==> config.mk <==
export PLATFORM = sky130hd
export DESIGN_NAME = servo_position_packet_framer
export DESIGN_NICKNAME = d
export VERILOG_FILES = /design/src/rtl/svpf_pkg.sv /design/src/rtl/svpf_front.sv /design/src/rtl/svpf_queue.sv /design/src/rtl/svpf_back.sv /design/src/rtl/servo_position_packet_framer.sv
export SDC_FILE = /design/constraint.sdc
export NUM_CORES = 1
export LEC_CHECK = 0
export ABC_AREA = 0
export BUFFER_PORTS_ARGS = -buffer_cell sky130_fd_sc_hd__buf_4
export CORE_ASPECT_RATIO = 0.6
export CORE_MARGIN = 8
export CORE_UTILIZATION = 61
export CTS_CLUSTER_SIZE = 16
export DETAILED_ROUTE_END_ITERATION = 8
export PLACE_DENSITY_LB_ADDON = 0.08
export RECOVER_POWER = 100
export SETUP_SLACK_MARGIN = 0.1
export SLEW_MARGIN = 20
export SYNTH_ARGS = -nofsm -noshare
export SYNTH_HDL_FRONTEND = slang
export SYNTH_HIERARCHICAL = 1
export SYNTH_SLANG_ARGS = --single-unit
==> constraint.sdc <==
create_clock -name clk -period 5 [get_ports clk]
set_input_delay 0.25 -clock clk [delete_from_list [all_inputs] [get_ports clk]]
set_output_delay 0.25 -clock clk [all_outputs]
set_load 0.005 [all_outputs]
==> src/rtl/svpf_pkg.sv <==
`default_nettype none
package svpf_pkg;

  localparam int unsigned POS_W       = 12;
  localparam int unsigned TIME_W      = 16;
  localparam int unsigned ID_W        = 8;
  localparam int unsigned ANGLE_W     = 16;
  localparam int unsigned CFG_IDX_W   = 3;
  localparam int unsigned CFG_DATA_W  = 16;
  localparam int unsigned QUEUE_DEPTH = 2;
  localparam int unsigned BYTE_IDX_W  = 5;

  typedef enum logic [0:0] {
    OP_SINGLE = 1'b0,
    OP_SYNC   = 1'b1
  } op_e;

  typedef enum logic [CFG_IDX_W-1:0] {
    CFG_ONE_MIN   = 3'd0,
    CFG_ONE_MAX   = 3'd1,
    CFG_TWO_MIN   = 3'd2,
    CFG_TWO_MAX   = 3'd3,
    CFG_MOVE_TIME = 3'd4
  } cfg_idx_e;

  localparam logic [7:0] HDR_BYTE      = 8'hFF;
  localparam logic [7:0] SINGLE_LEN    = 8'h07;
  localparam logic [7:0] SINGLE_CMD    = 8'h03;
  localparam logic [7:0] POS_ADDR      = 8'h2A;
  localparam logic [7:0] BCAST_ID      = 8'hFE;
  localparam logic [7:0] SYNC_LEN      = 8'h0E;
  localparam logic [7:0] SYNC_CMD      = 8'h83;
  localparam logic [7:0] SYNC_DATA_LEN = 8'h04;

  localparam logic [ID_W-1:0]  ID_ONE   = 8'd1;
  localparam logic [ID_W-1:0]  ID_TWO   = 8'd2;
  localparam logic [POS_W-1:0] FULL_MIN = 12'd0;
  localparam logic [POS_W-1:0] FULL_MAX = 12'd4095;

  localparam logic [POS_W-1:0]  RST_ONE_MIN   = 12'd600;
  localparam logic [POS_W-1:0]  RST_ONE_MAX   = 12'd3600;
  localparam logic [POS_W-1:0]  RST_TWO_MIN   = 12'd1300;
  localparam logic [POS_W-1:0]  RST_TWO_MAX   = 12'd4095;
  localparam logic [TIME_W-1:0] RST_MOVE_TIME = 16'd10;

  typedef struct packed {
    op_e             op;
    logic [ID_W-1:0] id_a;
    logic [POS_W-1:0] pos_a;
    logic [ID_W-1:0] id_b;
    logic [POS_W-1:0] pos_b;
  } cmd_t;

  function automatic logic [POS_W-1:0] clamp_pos(
    input logic signed [ANGLE_W-1:0] angle,
    input logic [POS_W-1:0]          lo,
    input logic [POS_W-1:0]          hi
  );
    logic signed [ANGLE_W:0] a;
    logic signed [ANGLE_W:0] l;
    logic signed [ANGLE_W:0] h;
    logic [POS_W-1:0]        r;
    a = {angle[ANGLE_W-1], angle};
    l = $signed({{(ANGLE_W+1-POS_W){1'b0}}, lo});
    h = $signed({{(ANGLE_W+1-POS_W){1'b0}}, hi});
    if (a < l) begin
      r = lo;
    end else if (a > h) begin
      r = hi;
    end else begin
      r = angle[POS_W-1:0];
    end
    return r;
  endfunction

endpackage
`default_nettype wire

==> src/rtl/svpf_front.sv <==
`default_nettype none
module svpf_front (
  input  wire logic                                 clk,
  input  wire logic                                 rst,
  input  wire logic                                 cfg_write,
  input  wire logic [svpf_pkg::CFG_IDX_W-1:0]       cfg_index,
  input  wire logic [svpf_pkg::CFG_DATA_W-1:0]      cfg_data,
  input  wire logic                                 in_valid,
  output logic                                      in_stall,
  input  wire logic                                 operation,
  input  wire logic [svpf_pkg::ID_W-1:0]            servo_id_a,
  input  wire logic signed [svpf_pkg::ANGLE_W-1:0]  angle_a,
  input  wire logic [svpf_pkg::ID_W-1:0]            servo_id_b,
  input  wire logic signed [svpf_pkg::ANGLE_W-1:0]  angle_b,
  output logic                                      push,
  output svpf_pkg::cmd_t                            push_cmd,
  input  wire logic                                 q_full,
  output logic [svpf_pkg::TIME_W-1:0]               move_time
);

  logic [svpf_pkg::POS_W-1:0] one_min;
  logic [svpf_pkg::POS_W-1:0] one_max;
  logic [svpf_pkg::POS_W-1:0] two_min;
  logic [svpf_pkg::POS_W-1:0] two_max;

  logic                       hold_valid;
  svpf_pkg::cmd_t             hold;
  svpf_pkg::cmd_t             hold_next;
  logic                       take;
  logic [svpf_pkg::POS_W-1:0] lo_a, hi_a, lo_b, hi_b;

  always_ff @(posedge clk) begin
    if (rst) begin
      one_min   <= svpf_pkg::RST_ONE_MIN;
      one_max   <= svpf_pkg::RST_ONE_MAX;
      two_min   <= svpf_pkg::RST_TWO_MIN;
      two_max   <= svpf_pkg::RST_TWO_MAX;
      move_time <= svpf_pkg::RST_MOVE_TIME;
    end else if (cfg_write) begin
      unique case (cfg_index)
        svpf_pkg::CFG_ONE_MIN:   one_min   <= cfg_data[svpf_pkg::POS_W-1:0];
        svpf_pkg::CFG_ONE_MAX:   one_max   <= cfg_data[svpf_pkg::POS_W-1:0];
        svpf_pkg::CFG_TWO_MIN:   two_min   <= cfg_data[svpf_pkg::POS_W-1:0];
        svpf_pkg::CFG_TWO_MAX:   two_max   <= cfg_data[svpf_pkg::POS_W-1:0];
        svpf_pkg::CFG_MOVE_TIME: move_time <= cfg_data[svpf_pkg::TIME_W-1:0];
        default: ;
      endcase
    end
  end

  always_comb begin
    priority if (servo_id_a == svpf_pkg::ID_ONE) begin
      lo_a = one_min;
      hi_a = one_max;
    end else if (servo_id_a == svpf_pkg::ID_TWO) begin
      lo_a = two_min;
      hi_a = two_max;
    end else begin
      lo_a = svpf_pkg::FULL_MIN;
      hi_a = svpf_pkg::FULL_MAX;
    end
    priority if (servo_id_b == svpf_pkg::ID_ONE) begin
      lo_b = one_min;
      hi_b = one_max;
    end else if (servo_id_b == svpf_pkg::ID_TWO) begin
      lo_b = two_min;
      hi_b = two_max;
    end else begin
      lo_b = svpf_pkg::FULL_MIN;
      hi_b = svpf_pkg::FULL_MAX;
    end
    hold_next.op    = svpf_pkg::op_e'(operation);
    hold_next.id_a  = servo_id_a;
    hold_next.pos_a = svpf_pkg::clamp_pos(angle_a, lo_a, hi_a);
    hold_next.id_b  = servo_id_b;
    hold_next.pos_b = svpf_pkg::clamp_pos(angle_b, lo_b, hi_b);
  end

  assign in_stall = hold_valid && q_full;
  assign take     = in_valid && !in_stall;
  assign push     = hold_valid && !q_full;
  assign push_cmd = hold;

  always_ff @(posedge clk) begin
    if (rst) begin
      hold_valid <= 1'b0;
    end else begin
      hold_valid <= take || (hold_valid && q_full);
    end
  end

  always_ff @(posedge clk) begin
    if (take) begin
      hold <= hold_next;
    end
  end

endmodule
`default_nettype wire

==> src/rtl/svpf_queue.sv <==
`default_nettype none
module svpf_queue (
  input  wire logic           clk,
  input  wire logic           rst,
  input  wire logic           push,
  input  wire svpf_pkg::cmd_t push_cmd,
  output logic                full,
  input  wire logic           pop,
  output logic                head_valid,
  output svpf_pkg::cmd_t      head_cmd
);

  localparam int unsigned PTR_W = $clog2(svpf_pkg::QUEUE_DEPTH);
  localparam int unsigned CNT_W = $clog2(svpf_pkg::QUEUE_DEPTH + 1);
  localparam logic [CNT_W-1:0] DEPTH_CNT = CNT_W'(svpf_pkg::QUEUE_DEPTH);

  svpf_pkg::cmd_t   slots [svpf_pkg::QUEUE_DEPTH];
  logic [PTR_W-1:0] wr_ptr;
  logic [PTR_W-1:0] rd_ptr;
  logic [CNT_W-1:0] count;

  assign full       = (count == DEPTH_CNT);
  assign head_valid = (count != '0);
  assign head_cmd   = slots[rd_ptr];

  always_ff @(posedge clk) begin
    if (rst) begin
      wr_ptr <= '0;
      rd_ptr <= '0;
      count  <= '0;
    end else begin
      if (push) begin
        wr_ptr <= (wr_ptr == PTR_W'(svpf_pkg::QUEUE_DEPTH - 1)) ? '0 : wr_ptr + 1'b1;
      end
      if (pop) begin
        rd_ptr <= (rd_ptr == PTR_W'(svpf_pkg::QUEUE_DEPTH - 1)) ? '0 : rd_ptr + 1'b1;
      end
      if (push && !pop) begin
        count <= count + 1'b1;
      end else if (pop && !push) begin
        count <= count - 1'b1;
      end
    end
  end

  always_ff @(posedge clk) begin
    if (push) begin
      slots[wr_ptr] <= push_cmd;
    end
  end

endmodule
`default_nettype wire

==> src/rtl/svpf_back.sv <==
`default_nettype none
module svpf_back (
  input  wire logic                        clk,
  input  wire logic                        rst,
  input  wire logic                        head_valid,
  input  wire svpf_pkg::cmd_t              head_cmd,
  output logic                             pop,
  input  wire logic [svpf_pkg::TIME_W-1:0] move_time,
  output logic                             out_valid,
  input  wire logic                        out_stall,
  output logic [7:0]                       packet_byte,
  output logic                             last_byte
);

  localparam int unsigned IW = svpf_pkg::BYTE_IDX_W;
  localparam logic [IW-1:0] LAST_SINGLE = IW'(10);
  localparam logic [IW-1:0] LAST_SYNC   = IW'(17);
  localparam logic [IW-1:0] FIRST_SUM   = IW'(2);

  svpf_pkg::cmd_t cur;
  logic           busy;
  logic [IW-1:0]  idx;
  logic [7:0]     sum;
  logic           load;
  logic           is_last;
  logic [7:0]     byte_next;
  logic [7:0]     pa_hi, pa_lo, pb_hi, pb_lo, t_hi, t_lo;

  assign pa_hi = {{(16-svpf_pkg::POS_W){1'b0}}, cur.pos_a[svpf_pkg::POS_W-1:8]};
  assign pa_lo = cur.pos_a[7:0];
  assign pb_hi = {{(16-svpf_pkg::POS_W){1'b0}}, cur.pos_b[svpf_pkg::POS_W-1:8]};
  assign pb_lo = cur.pos_b[7:0];
  assign t_hi  = move_time[15:8];
  assign t_lo  = move_time[7:0];

  assign is_last = (idx == ((cur.op == svpf_pkg::OP_SYNC) ? LAST_SYNC : LAST_SINGLE));
  assign load    = busy && (!out_valid || !out_stall);
  assign pop     = head_valid && (!busy || (load && is_last));

  always_comb begin
    byte_next = 8'h00;
    if (is_last) begin
      byte_next = ~sum;
    end else if (cur.op == svpf_pkg::OP_SYNC) begin
      unique case (idx)
        IW'(0), IW'(1): byte_next = svpf_pkg::HDR_BYTE;
        IW'(2):         byte_next = svpf_pkg::BCAST_ID;
        IW'(3):         byte_next = svpf_pkg::SYNC_LEN;
        IW'(4):         byte_next = svpf_pkg::SYNC_CMD;
        IW'(5):         byte_next = svpf_pkg::POS_ADDR;
        IW'(6):         byte_next = svpf_pkg::SYNC_DATA_LEN;
        IW'(7):         byte_next = cur.id_a;
        IW'(8):         byte_next = pa_hi;
        IW'(9):         byte_next = pa_lo;
        IW'(10):        byte_next = t_hi;
        IW'(11):        byte_next = t_lo;
        IW'(12):        byte_next = cur.id_b;
        IW'(13):        byte_next = pb_hi;
        IW'(14):        byte_next = pb_lo;
        IW'(15):        byte_next = t_hi;
        IW'(16):        byte_next = t_lo;
        default:        byte_next = 8'h00;
      endcase
    end else begin
      unique case (idx)
        IW'(0), IW'(1): byte_next = svpf_pkg::HDR_BYTE;
        IW'(2):         byte_next = cur.id_a;
        IW'(3):         byte_next = svpf_pkg::SINGLE_LEN;
        IW'(4):         byte_next = svpf_pkg::SINGLE_CMD;
        IW'(5):         byte_next = svpf_pkg::POS_ADDR;
        IW'(6):         byte_next = pa_hi;
        IW'(7):         byte_next = pa_lo;
        IW'(8):         byte_next = t_hi;
        IW'(9):         byte_next = t_lo;
        default:        byte_next = 8'h00;
      endcase
    end
  end

  always_ff @(posedge clk) begin
    if (rst) begin
      busy      <= 1'b0;
      out_valid <= 1'b0;
    end else begin
      if (pop) begin
        busy <= 1'b1;
      end else if (load && is_last) begin
        busy <= 1'b0;
      end
      if (load) begin
        out_valid <= 1'b1;
      end else if (!out_stall) begin
        out_valid <= 1'b0;
      end
    end
  end

  always_ff @(posedge clk) begin
    if (pop) begin
      cur <= head_cmd;
      idx <= '0;
      sum <= 8'h00;
    end else if (load) begin
      idx <= idx + 1'b1;
      if (idx >= FIRST_SUM) begin
        sum <= sum + byte_next;
      end
    end
    if (load) begin
      packet_byte <= byte_next;
      last_byte   <= is_last;
    end
  end

endmodule
`default_nettype wire

==> src/rtl/servo_position_packet_framer.sv <==
`default_nettype none
// Channel  | Handshake               | Word
// ---------+-------------------------+------------------------------------------------
// cfg      | cfg_write               | cfg_index, cfg_data
// in       | in_valid / in_stall     | operation, servo_id_a, angle_a, servo_id_b, angle_b
// out      | out_valid / out_stall   | packet_byte, last_byte
//
// One output word per cycle while out_stall is low: 11 bytes per single-write command,
// 18 per sync command, set by the byte serializer. Input sits in a capture register with
// clamping, then a 2-entry queue, so commands keep arriving while a packet streams out.
// If idle, a taken command passes capture register, queue, command register, then output.
// Synchronous reset restores the clamp limits and move time and empties the pipeline.
// out_stall holds the output register; in_stall rises only when the queue is full.
module servo_position_packet_framer (
  input  wire logic                                 clk,
  input  wire logic                                 rst,
  input  wire logic                                 cfg_write,
  input  wire logic [svpf_pkg::CFG_IDX_W-1:0]       cfg_index,
  input  wire logic [svpf_pkg::CFG_DATA_W-1:0]      cfg_data,
  input  wire logic                                 in_valid,
  output logic                                      in_stall,
  input  wire logic                                 operation,
  input  wire logic [svpf_pkg::ID_W-1:0]            servo_id_a,
  input  wire logic signed [svpf_pkg::ANGLE_W-1:0]  angle_a,
  input  wire logic [svpf_pkg::ID_W-1:0]            servo_id_b,
  input  wire logic signed [svpf_pkg::ANGLE_W-1:0]  angle_b,
  output logic                                      out_valid,
  input  wire logic                                 out_stall,
  output logic [7:0]                                packet_byte,
  output logic                                      last_byte
);

  logic                              push;
  svpf_pkg::cmd_t                    push_cmd;
  logic                              q_full;
  logic                              pop;
  logic                              head_valid;
  svpf_pkg::cmd_t                    head_cmd;
  logic [svpf_pkg::TIME_W-1:0]       move_time;

  svpf_front u_front (
    .clk        (clk),
    .rst        (rst),
    .cfg_write  (cfg_write),
    .cfg_index  (cfg_index),
    .cfg_data   (cfg_data),
    .in_valid   (in_valid),
    .in_stall   (in_stall),
    .operation  (operation),
    .servo_id_a (servo_id_a),
    .angle_a    (angle_a),
    .servo_id_b (servo_id_b),
    .angle_b    (angle_b),
    .push       (push),
    .push_cmd   (push_cmd),
    .q_full     (q_full),
    .move_time  (move_time)
  );

  svpf_queue u_queue (
    .clk        (clk),
    .rst        (rst),
    .push       (push),
    .push_cmd   (push_cmd),
    .full       (q_full),
    .pop        (pop),
    .head_valid (head_valid),
    .head_cmd   (head_cmd)
  );

  svpf_back u_back (
    .clk         (clk),
    .rst         (rst),
    .head_valid  (head_valid),
    .head_cmd    (head_cmd),
    .pop         (pop),
    .move_time   (move_time),
    .out_valid   (out_valid),
    .out_stall   (out_stall),
    .packet_byte (packet_byte),
    .last_byte   (last_byte)
  );

endmodule
`default_nettype wire

Word level (Yosys, flattened, before mapping)
Memories as Yosys holds them, arrays and structs flattened. A register that Yosys moved wholly into a read port is not among the register bits. Index checks and enable logic that the tools add are counted.

Word-level logic and storage cells: 119. Output and inout port bits: 11. Memories kept: 1. Memory bits (writable): 82. Input port bits: 73. Register bits: 134.

Memory list: u_queue.slots (depth 2, width 41, read ports 1, clocked after Yosys merged registers in 1, write ports 1, RTL line svpf_queue.sv:17) `svpf_pkg::cmd_t slots [svpf_pkg::QUEUE_DEPTH];`.

Eq/ne operators: 27. Reductions and logical operators: 32. Mux-type cells: 27. Bitwise operators: 1. Add/sub/neg operators: 6. Order comparisons: 5.

Operators with widths (count): 12-bit two-way mux (12); 8-bit case mux with 14 select lines (1); 8-bit case mux with 9 select lines (1); 5-bit by 4-bit == test with 1-bit output, second input constant (8); 16-bit by 13-bit greater-than comparator with 1-bit output (2); 16-bit by 13-bit < comparator with 1-bit output (2); 5-bit by 3-bit == test with 1-bit output, second input constant (4); 8-bit by 1-bit == test with 1-bit output, second input constant (2); 8-bit by 2-bit == test with 1-bit output, second input constant (2); 8-bit two-way mux (2); 2-bit AND reduction (6); 5-bit by 2-bit == test with 1-bit output, second input constant (2); 8-bit adder (1); 1-bit logical AND (8); 1-bit two-way mux (8); 8-bit NOT (1); 1-bit zero test (7); 3-bit by 2-bit == test with 1-bit output, second input constant (2); 2-bit nonzero test (3); 2-bit OR reduction (3); 5-bit by 1-bit adder with 5-bit output, second input constant (1); 5-bit by 1-bit == test with 1-bit output, second input constant (1); 5-bit == test (1); 5-bit == test, second input constant (1); other kinds (13) (17).

Depth between registers and ports, before layout
Gate-level depths: netlist (run 1).

Word-level depth: 9. Mapped depth: 19. Mapped depth without buffers: 17.

By module
Netlist (run 1), hierarchy kept.

By module, submodules not included: svpf_front (cells an instance 607, instances 1, sequential area each 2532.4 sq um, area an instance 5786.8 sq um); svpf_back (cells an instance 338, instances 1, sequential area each 1801.7 sq um, area an instance 3560.9 sq um); svpf_queue (cells an instance 150, instances 1, sequential area each 2562.5 sq um, area an instance 3169.3 sq um).

Least setup slack after synthesis (run 1)
OpenSTA, ideal clock, no wires.

Path type: reg-to-reg. Start: reg u_back.idx[0]. End: reg u_back.sum[7]. Arrival: 3814 ps. Data required time: 4868 ps. Path slack: 1054 ps. Buffers on the path: 1. Clock period less this slack: 3946 ps. Library setup time: 132 ps. Stages on the path, launching flop included: 18. Cells stage by stage: dfxtp_1 > inv_1 > ha_1 > buf_6 > or3_4 > a221o_1 > o31ai_1 > a31oi_1 > nor3_1 > a21oi_1 > ha_1 > a21o_1 > a211oi_1 > nor2_1 > o41ai_1 > or4_1 > a2bb2oi_1 > a31oi_1.

Word-level cells in the longest chain between the ends: 6. Elaborated cells on any way between the ends: 31. Those cells by class: add/sub (1); order compare (1); eq/ne (17); mux (4); reduce/logical (8).

Ends and longest elaborated chain: start, declared (RTL line svpf_back.sv:22) `logic [IW-1:0] idx;`; start signal, assigned (RTL line svpf_back.sv:104) `idx <= idx + 1'b1;`; 5-bit by 4-bit == test with 1-bit output (tied with other cells) (RTL line svpf_back.sv:45) `unique case (idx)`; 2-bit OR reduction (on tied branches); 8-bit case mux with 14 select lines or 8-bit case mux with 9 select lines (tied branches) (RTL line svpf_back.sv:45, svpf_back.sv:65); 8-bit two-way mux (RTL line svpf_back.sv:44) `end else if (cur.op == svpf_pkg::OP_SYNC) begin`; 8-bit two-way mux (*) (RTL line svpf_back.sv:42) `if (is_last) begin`; via u_back.byte_next[0] (RTL line svpf_back.sv:26) `logic [7:0] byte_next;`; 8-bit adder (*) (RTL line svpf_back.sv:106) `sum <= sum + byte_next;`; end signal, assigned (RTL line svpf_back.sv:106); end, declared (RTL line svpf_back.sv:23) `logic [7:0] sum;`.

Mark *: on every way through the listed nets, which the timed path passes. The rest lies on a longest branch. A chain may end at the register's enable or synchronous reset.

==> results of run 1 <==
## registers in the layout, summed over array words and instances (netlist names), named ones only
name                cells
u_queue/slots          82
u_back/cur             41
u_front/push_cmd       41
u_front/move_time      16
u_front/one_max        12
u_front/one_min        12
u_front/two_max        12
u_front/two_min        12
u_back/packet_byte      8
u_back/sum              8
u_back/idx              5
u_queue/count           2
u_back/busy             1
u_back/last_byte        1
u_back/out_valid        1
u_front/hold_valid      1
u_queue/rd_ptr          1
u_queue/wr_ptr          1
## per-layer routing
metal,vias to the layer above,GRT usage,share of wire
met5,-,0,0
met4,0,0.0414,0.011
met3,37,0.0882,0.13
met2,503,0.350,0.40
met1,4443,0.402,0.46
li1,4308,-,-
## kinds of logic (layout without fill, tap and decap cells)
kind of cell | count (synthesis) | after routing | synth area share
mux | 95 | 95 | 0.0825
xor+xnor | 12 | 12 | 0.00840
flops | 258 | 258 | 0.551
fa+ha+maj | 60 | 60 | 0.0606
buf+inv | 94 | 221 | 0.0330
compound gates | 243 | 243 | 0.132
simple gates | 333 | 333 | 0.132
## power by group through the flow
stage          Combinational [mW]  Clock, mW  Sequential (mW)
2_1_floorplan                1.29          0             2.87
3_3_place_gp                 1.72          0             3.04
3_5_place_dp                 1.73          0             3.04
4_1_cts                      1.76       1.89             3.00
5_1_grt                      1.93       1.96             3.05
6_report                     1.77       1.86             3.02
## worst max-delay path, cell delays in order
cell and delay [ns]:
dlygate4sd3_1 0.54, clkbuf_4 0.14, nor4_1 0.30, clkbuf_1 0.25
and2_0 0.19, nand3b_1 0.38, o22ai_1 0.65, ha_1 0.36
and4_1 0.21, a221o_1 0.36, o21ai_0 0.15, clkbuf_1 0.55
mux2_2 0.42, mux2i_1 0.15
## cells in the mapped netlist, drive strengths merged (13+ instances only)
master / number / share of area
a21o: 13 / 0.0078
a21oi: 81 / 0.032
a22oi: 30 / 0.018
buf: 19 / 0.010
clkbuf: 38 / 0.011
dfxtp: 85 / 0.14
edfxtp: 173 / 0.42
ha: 59 / 0.059
inv: 37 / 0.011
mux2: 65 / 0.058
mux2i: 30 / 0.024
nand2: 163 / 0.049
nand3b: 32 / 0.019
nor2: 47 / 0.014
nor2b: 13 / 0.0065
o21ai: 16 / 0.0070
o22ai: 23 / 0.011
## through the flow
| step | area (µm²) | hold WS [ns] |
|---|---|---|
| final | 14400 | 0.0165 |
| after global routing | 14400 | 0.00965 |
| after detailed placement | 13400 | 0.431 |
| after floorplan | 12500 | 0.319 |
| after global placement | 13400 | 0.424 |
| after CTS | 14500 | 0.00356 |
## final timing paths
| check | endpoint | slack [ns] | cells past startpoint |
|---|---|---|---|
| worst min register to register | u_queue/slots[1][25] | 0.44 | 0 |
| worst min-delay path | u_front/two_min[2] | 0.02 | 3 |
| worst max register to register | u_back/sum[6] | 0.55 | 18 |
| worst max-delay path | u_front/push_cmd[9] | 0.46 | 14 |
## final cells by class
type	count	share of cell area
Clock buffer	33	0.0475
Clock inverter	11	0.00789
Inverter	37	0.00962
Multi-Input combinational cell	743	0.361
Sequential cell	258	0.478
Tap cell	273	0.0237
Timing Repair Buffer	140	0.0720
## timing repair
item / in CTS / in global routing
hold endpoints to repair: 34 / 0
hold buffers: 31 / 0
setup buffers: 0 / 0
==> metrics, run 1 <==
status finished with violations; failing checks max-capacitance violations, max-slew violations; DP HPWL 24.7 mm; # clock sinks 258; Port Buf Inserts 83; H-tree depth 1; HP Start cfg_data[2]; Sw Share 0.319; I/O pins 84; Worst-Skew Late Latency 0.53 ns; fin cells 1,495; Synth cell types 72; gate count of the mapped netlist 1,095; Yosys Warn Count 6; Critical Path Start servo_id_b[5]; Worst EP arrival 4.90 ns; DR WL/cell 23.0 µm; GRT overflow 0; Clock transition at path regs 0.06 ns; Total Nets Final 1,337; relative slew slack -0.792; fmax 0.220 GHz; fill cell count 1,441; crit path launch type input pin; Util after Layout 0.719; #FFs+latches synth 258; die area 0.0255 mm²; Post-synth EDFFs 173; Clk pwr share 0.280; die width 201 µm; setup tns final 0 ns; ys async rst share 0; VDD IR max 0.383 mV; CP Max Fanout 12; clock tree root driver cell clkbuf_16; core region area 0.0201 mm²; Worst setup EP type register; RSZ-0062 raised after global routing no; Power Internal 4.53 mW; placed insts 1,420; P per Cell Area 461 mW/mm²; gr usage total 0.261; largest net degree at the start of global routing 73; DR pass1 iterations 9; Layout Skew 0.0201 ns; post_cts resized 0; Worst Setup Path Type input pin to register; FF-to-FF Start u_back/idx[0]; P&R area growth vs syn 15.3%; Initial Utilization 0.624; via count 9,291; Worst Max-Slew Pin Slew 2.69 ns; post-synthesis sequential area ratio 0.551; TritonCTS Buffers 24; vias in the first global route 8,871; Synth Flop Type edfxtp_1; PnR worst setup slack 0.457 ns; layout cells sized above 1 0.161; Hold/Removal Path Class input pin to register; endpoints failing setup 0; Worst Path Required 5.36 ns; clock buffer depth 3; final antenna-violating net count 0; Total Wirelength 34.4 mm; period utilization 0.909; Setup WS pre-CTS 0.813 ns; Max Cap Viol 4; Final Power 6.65 mW; post-route minimum period 4.54 ns; commonest non-fill, non-tap cell in the layout edfxtp_1; Reg area 0.00690 mm²; first-pass GRT wire length 52.1 mm; CTS tree yes; fin. max-slew vios 147; sw power 2.12 mW; Via density 6.21; Residual DRC 0; final hold viol count 0; Mapped Area 0.0125 mm²; multi-input logic area 0.00522 mm²; Lkg Pwr 5.47 nW; Antenna Cells 0; initial antenna violation count 0; Die Ht 127 µm; synthesized area per cell 11.4 µm²; initial DRC count 1,257; syn_nets 1,228; # rows 40; commonest non-fill, non-tap cells in the layout edfxtp_1, nand2_1, dfxtp_1, a21oi_1, buf_4; GP Congestion 0.958; Logic pwr share 0.266; Reg power frac 0.454
Power figures use the tool's default switching activity.
==> run 2, diff against run 1 <==
--- a/config.mk
+++ b/config.mk
@@ -9,7 +9,7 @@
 export BUFFER_PORTS_ARGS = -buffer_cell sky130_fd_sc_hd__buf_4
 export CORE_ASPECT_RATIO = 0.6
 export CORE_MARGIN = 8
-export CORE_UTILIZATION = 61
+export CORE_UTILIZATION = 65
 export CTS_CLUSTER_SIZE = 16
 export DETAILED_ROUTE_END_ITERATION = 8
 export PLACE_DENSITY_LB_ADDON = 0.08
==> constraint.sdc (replaced) <==
create_clock -name clk -period 5.3 [get_ports clk]
set_input_delay 0.265 -clock clk [delete_from_list [all_inputs] [get_ports clk]]
set_output_delay 0.265 -clock clk [all_outputs]
set_load 0.005 [all_outputs]
==> run 2 against run 1 <==
  * The run still ends with max-capacitance violations, max-slew violations left
  * Critical endpoint is now u_front/push_cmd[8]
  * Largest cell class unchanged
  * First-iteration DRC count decreased by 12%
  * Highest routed layer is now met5
  * Global-route usage increased by 3.0 points
  * Routed wire length increased by 3.3%
  * Largest power group unchanged
  * Worst hold slack got worse by 0.011 ns
  * Non-clock buffer count decreased by 16
==> metrics, run 2 (synthesis gave the netlist of run 1 again) <==
Worst Max-Slew Pin Slew 3.11 ns (was 2.69 ns); commonest non-fill, non-tap cell in the layout edfxtp_1 (unchanged); Worst setup EP type register (unchanged); gr usage total 0.291 (was 0.261); period utilization 0.908; post-route minimum period 4.81 ns; Total Nets Final 1,320 (was 1,337); VDD IR max 0.488 mV (was 0.383 mV); die width 195 µm (was 201 µm); Residual DRC 0 (unchanged); Port Buf Inserts 83 (unchanged); Sw Share 0.318 (was 0.319); cell area after layout 0.0142 mm² (was 0.0144 mm²); sw power 1.98 mW (was 2.12 mW); relative slew slack -1.07 (was -0.792); first-pass GRT wire length 53.7 mm (was 52.1 mm); FF-to-FF setup slack 0.56 ns (was 0.55 ns); Worst-Skew Late Latency 0.52 ns (was 0.53 ns); CP Max Fanout 12 (unchanged); fin cells 1,451 (was 1,495); Total Wirelength 35.5 mm (was 34.4 mm); Worst EP arrival 5.15 ns (was 4.90 ns); Lkg Pwr 5.39 nW (was 5.47 nW); GP Congestion 0.977 (was 0.958); P&R area growth vs syn 13.5% (was 15.3%); GR Util met2 0.422 (was 0.350); Reg power frac 0.459 (was 0.454); # rows 39 (was 40); Logic pwr share 0.267 (was 0.266); initial DRC count 1,109 (was 1,257); CTS tree yes (unchanged); M3 GR Usage 0.0851 (was 0.0882); hold path cells 3 (unchanged); Layout Skew 0.0297 ns (was 0.0201 ns); Worst Path Required 5.64 ns (was 5.36 ns); Post-CTS Setup Inserts 0 (unchanged); Reg2Reg Depth 17 (was 18); placed insts 1,389 (was 1,420); Die Ht 123 µm (was 127 µm); DR WL/cell 24.5 µm (was 23.0 µm); TritonCTS Buffers 23 (was 24); DR pass1 iterations 6 (was 9); P per Cell Area 438 mW/mm² (was 461 mW/mm²); vias in the first global route 8,985 (was 8,871); die area 0.0241 mm² (was 0.0255 mm²); Worst Hold End u_front/move_time[12] (was u_front/two_min[2]); commonest non-fill, non-tap cells in the layout edfxtp_1, nand2_1, dfxtp_1, a21oi_1, buf_4 (unchanged); FF-to-FF Start u_back/idx[0] (unchanged); fmax 0.208 GHz; Largest Register u_queue/slots (unchanged); Initial Utilization 0.661 (was 0.624); clock tree root driver cell clkbuf_16 (unchanged); Top Usage Layer GRT met1 (unchanged); GRT overflow 0 (unchanged); fill cell count 1,294 (was 1,441); post_cts resized 0 (unchanged); Clk pwr share 0.274 (was 0.280); Power Internal 4.24 mW (was 4.53 mW); Max Cap Viol 4 (unchanged); fin. max-slew vios 168 (was 147); # clock sinks 258 (unchanged); Util after Layout 0.750 (was 0.719); Worst Setup Path Type input pin to register (unchanged); met1 Usage GRT 0.435 (was 0.402); status finished with violations (unchanged); via count 9,442 (was 9,291); final antenna-violating net count 0 (unchanged); layout cells sized above 1 0.159 (was 0.161); crit path launch type input pin (unchanged); CTS Hold Buffers Added 19 (was 31); endpoints failing setup 0 (unchanged); core region area 0.0189 mm² (was 0.0201 mm²); max reg flops 82 (unchanged); final hold viol count 0 (unchanged); HP Start cfg_data[12] (was cfg_data[2]); failing checks max-capacitance violations, max-slew violations (unchanged); H-tree depth 1 (unchanged); initial antenna violation count 2 (was 0); Hold/Removal Path Class input pin to register (unchanged); Via density 6.51 (was 6.21); area post-placement 0.0134 mm² (about the same); DP HPWL 24.9 mm (was 24.7 mm); RSZ-0062 raised after global routing no (unchanged); largest net degree at the start of global routing 73 (unchanged); RR Endpoint u_back/sum[7] (was u_back/sum[6]); Clock transition at path regs 0.07 ns (was 0.06 ns); setup tns final 0 ns (unchanged); Critical Path Start servo_id_b[4] (was servo_id_b[5]); I/O pins 84 (unchanged); clock buffer depth 3 (unchanged)
==> run 2: cell types whose count changed in the layout (fill, tap and decap cells not counted), sizes merged <==
cell | before | now
clkbuf | 74 | 67
clkinv | 6 | 7
bufinv | 2 | 3
diode | 0 | 1
dlygate4sd3 | 31 | 19
clkinvlp | 0 | 1
inv | 40 | 38
==> run 2: worst max path at each step <==
stage,to,slack (ns),cells past startpoint
after global routing,u_front/push_cmd[23],0.22,13
after floorplan,u_back/sum[7],1.35,17
after CTS,u_back/sum[6],0.81,17
after detailed placement,u_back/sum[6],0.85,17
final,u_front/push_cmd[8],0.49,13
after global placement,u_back/sum[7],1.0,17
==> run 2: critical path, stage by stage <==
cell           delay, ns
dlygate4sd3_1       0.55
clkbuf_4            0.14
nor4_1              0.24
clkbuf_1            0.27
and2_0              0.23
nand3b_1            0.41
o22ai_1             0.69
ha_1                0.37
and4_1              0.22
a221o_1             0.35
o21ai_1             0.82
mux2_2              0.42
mux2i_1             0.15
==> run 2: layer usage <==
metal	up-vias	routed length (µm)
li1	4273	-
met2	578	15100
met4	2	334
met3	35	4400
met5	-	13
met1	4554	15700
==> run 2: area by class of cell <==
type	instances	area, µm²	share of cell area
sequential	258	6900	0.486
multi-input combinational	743	5190	0.365
timing repair buffer	124	905	0.0637
clock buffer	30	623	0.0439
tap	246	308	0.0217
clock inverter	12	140	0.00987
inverter	37	139	0.00978
antenna	1	2.50	0.000176
==> run 2: through the flow <==
stage | setup slack (ns) | total power [mW] | hold WS (ns)
after floorplan | 1.35 | 3.93 | 0.334
after global placement | 0.997 | 4.48 | 0.422
after detailed placement | 0.855 | 4.49 | 0.435
after CTS | 0.811 | 6.19 | 0.000241
after global routing | 0.217 | 6.48 | 0.00405
final | 0.489 | 6.22 | 0.00587
==> run 2: power by group through the flow <==
stage / clock network (mW) / logic, mW / registers [mW]
floorplan: 0 / 1.22 / 2.71
global placement: 0 / 1.62 / 2.85
detailed placement: 0 / 1.63 / 2.87
CTS: 1.71 / 1.65 / 2.83
global route: 1.79 / 1.80 / 2.89
finish: 1.70 / 1.66 / 2.85
==> run 3, diff against run 2 <==
--- a/config.mk
+++ b/config.mk
@@ -12,7 +12,7 @@
 export CORE_UTILIZATION = 65
 export CTS_CLUSTER_SIZE = 16
 export DETAILED_ROUTE_END_ITERATION = 8
-export PLACE_DENSITY_LB_ADDON = 0.08
+export PLACE_DENSITY_LB_ADDON = 0.05
 export RECOVER_POWER = 100
 export SETUP_SLACK_MARGIN = 0.1
 export SLEW_MARGIN = 20
==> run 3 against run 2 <==
  * The flow still finishes with violations (max-capacitance violations, max-slew violations)
  * Clock power down 6%
  * Worst hold slack worse by 0.0028 ns
  * Flip-flop and latch count unchanged
  * Sequential share of layout area up 0.30 points
  * Clock skew down 0.018 ns
  * Via count down 1.8%
  * Global-route usage down 1.2 points
  * Worst setup slack worse by 0.15 ns
==> metrics, run 3 (synthesis gave the netlist of run 1 again) <==
status finished with violations (unchanged); failing checks max-capacitance violations, max-slew violations (unchanged); sw power 2.00 mW (was 1.98 mW); placed insts 1,388 (was 1,389); first-pass GRT wire length 51.6 mm (was 53.7 mm); commonest non-fill, non-tap cell in the layout edfxtp_1 (unchanged); DR pass1 iterations 8 (was 6); commonest non-fill, non-tap cells in the layout edfxtp_1, nand2_1, dfxtp_1, a21oi_1, buf_4 (unchanged); H-tree depth 1 (unchanged); Worst-Skew Late Latency 0.52 ns (about the same); setup tns final 0 ns (unchanged); highest cell delay on the worst timing path 1.38 ns (was 0.82 ns); Die Ht 123 µm (unchanged); PnR worst setup slack 0.342 ns (was 0.489 ns); initial DRC count 1,283 (was 1,109); Antenna Cells 0 (was 1); Highest Signal Layer met4 (was met5); Port Buf Inserts 83 (unchanged); post-route minimum period 4.96 ns (was 4.81 ns); Worst Max-Slew Pin Slew 3.07 ns (was 3.11 ns); Via density 6.40 (was 6.51); GRT overflow 0 (unchanged); critical path's most frequent cell o21ai_0; # rows 39 (unchanged); # clock sinks 258 (unchanged); Sw Share 0.328 (was 0.318); Clock transition at path regs 0.07 ns (about the same); relative slew slack -1.05 (was -1.07); Lkg Pwr 5.33 nW (was 5.39 nW); gr usage total 0.279 (was 0.291); Worst Setup Path Type input pin to register (unchanged); Residual DRC 0 (unchanged); initial antenna violation count 0 (was 2); GP Congestion 1.05 (was 0.977); TritonCTS Buffers 23 (unchanged); cell chain of the critical path dlygate4sd3_1 -> clkbuf_1 -> nor4_4 -> and2_2 -> nand3b_1 -> o22ai_1 -> ha_1 -> and4_1 -> a211oi_1 -> o21ai_0 -> o21ai_0 -> mux2_2 -> mux2i_1 (was dlygate4sd3_1 -> clkbuf_4 -> nor4_1 -> clkbuf_1 -> and2_0 -> nand3b_1 -> o22ai_1 -> ha_1 -> and4_1 -> a221o_1 -> o21ai_1 -> mux2_2 -> mux2i_1); CTS tree yes (unchanged); final hold viol count 0 (unchanged); Logic pwr share 0.271 (was 0.267); Max Cap Viol 5 (was 4); die area 0.0241 mm² (unchanged); fin cells 1,448 (was 1,451); Hold/Removal Path Class input pin to register (unchanged); final antenna-violating net count 0 (unchanged); DR WL/cell 23.7 µm (was 24.5 µm); Total Nets Final 1,319 (was 1,320); largest net degree at the start of global routing 73 (unchanged); hold slack 0.00304 ns (was 0.00587 ns); crit path launch type input pin (unchanged); Setup WS pre-CTS 0.750 ns (was 0.855 ns); Reg power frac 0.469 (was 0.459); period utilization 0.936 (was 0.908); vias in the first global route 8,821 (was 8,985); die width 195 µm (unchanged); max reg flops 82 (unchanged); core region area 0.0189 mm² (unchanged); via count 9,270 (was 9,442); clock tree root driver cell clkbuf_16 (unchanged); CP Max Fanout 12 (unchanged); Layout Skew 0.0119 ns (was 0.0297 ns); DP HPWL 24.5 mm (was 24.9 mm); Final Power 6.10 mW (was 6.22 mW); VDD IR max 0.427 mV (was 0.488 mV); metal3 WL 4.83 mm (was 4.40 mm); Worst Path Required 5.65 ns (was 5.64 ns); Largest Register u_queue/slots (unchanged); fmax 0.202 GHz (was 0.208 GHz); met1 WL 15.3 mm (was 15.7 mm); Crit-path slowest cell o21ai_0 (was o21ai_1); Post-CTS Setup Inserts 0 (unchanged); P per Cell Area 432 mW/mm² (was 438 mW/mm²); P&R area growth vs syn 12.8% (was 13.5%); Initial Utilization 0.661 (unchanged); layout cells sized above 1 0.158 (was 0.159); Worst setup EP type register (unchanged); endpoints failing setup 0 (unchanged); routed wire length on met2 13.7 mm (was 15.1 mm); Worst EP arrival 5.31 ns (was 5.15 ns); I/O pins 84 (unchanged); clock buffer depth 3 (unchanged); RSZ-0062 raised after global routing no (unchanged); Power Internal 4.09 mW (was 4.24 mW); fin. max-slew vios 181 (was 168); Clk pwr share 0.260 (was 0.274); Total Wirelength 34.3 mm (was 35.5 mm)
==> run 3: critical path, delay by kind of cell <==
kind | cells | cell delay [ns]
compound gates | 4 | 2.18
fa+ha+maj | 1 | 0.31
buf+inv | 2 | 0.68
mux | 2 | 0.62
simple gates | 4 | 1.22
==> run 3: final cells by class <==
type                       instances  area [µm²]
clock buffer                      24         579
clock inverter                    17         118
fill                            1314        4820
inverter                          37         139
multi-input combinational        743        5190
sequential                       258        6900
tap                              246         308
timing repair buffer             123         885
==> run 3: final timing paths <==
check	start	to	slack, ns	cells after the start
worst min-delay path	cfg_data[12]	u_front/move_time[12]	0.003	3
worst min register to register	u_front/push_cmd[9]	u_queue/slots[0][9]	0.45	0
worst max-delay path	servo_id_a[7]	u_front/push_cmd[21]	0.34	13
worst max register to register	u_back/idx[0]	u_back/sum[7]	0.51	17
==> run 3: per-layer routing <==
layer,global-route usage,up-vias
li1,-,4261
met3,0.116,46
met2,0.385,495
met4,0.0405,0
met5,0,-
met1,0.411,4468
==> run 3: power groups by stage <==
stage,registers (mW),logic (mW),clock network (mW)
after floorplan,2.71,1.22,0
after global placement,2.87,1.62,0
after detailed placement,2.88,1.62,0
after CTS,2.84,1.65,1.60
after global routing,2.89,1.79,1.68
final,2.86,1.65,1.59
==> run 3: repair_timing <==
action                                  in CTS  in global routing
endpoints found under the setup margin       0                  0
resized for setup                            0                  0
endpoints found under the hold margin       19                  0
hold buffers                                19                  0
==> run 3: per-stage QoR <==
step	utilization	area [µm²]
after floorplan	-	12500
after global placement	0.706	13400
after CTS	0.753	14200
final	0.745	14100
after global routing	0.745	14100
after detailed placement	0.706	13400
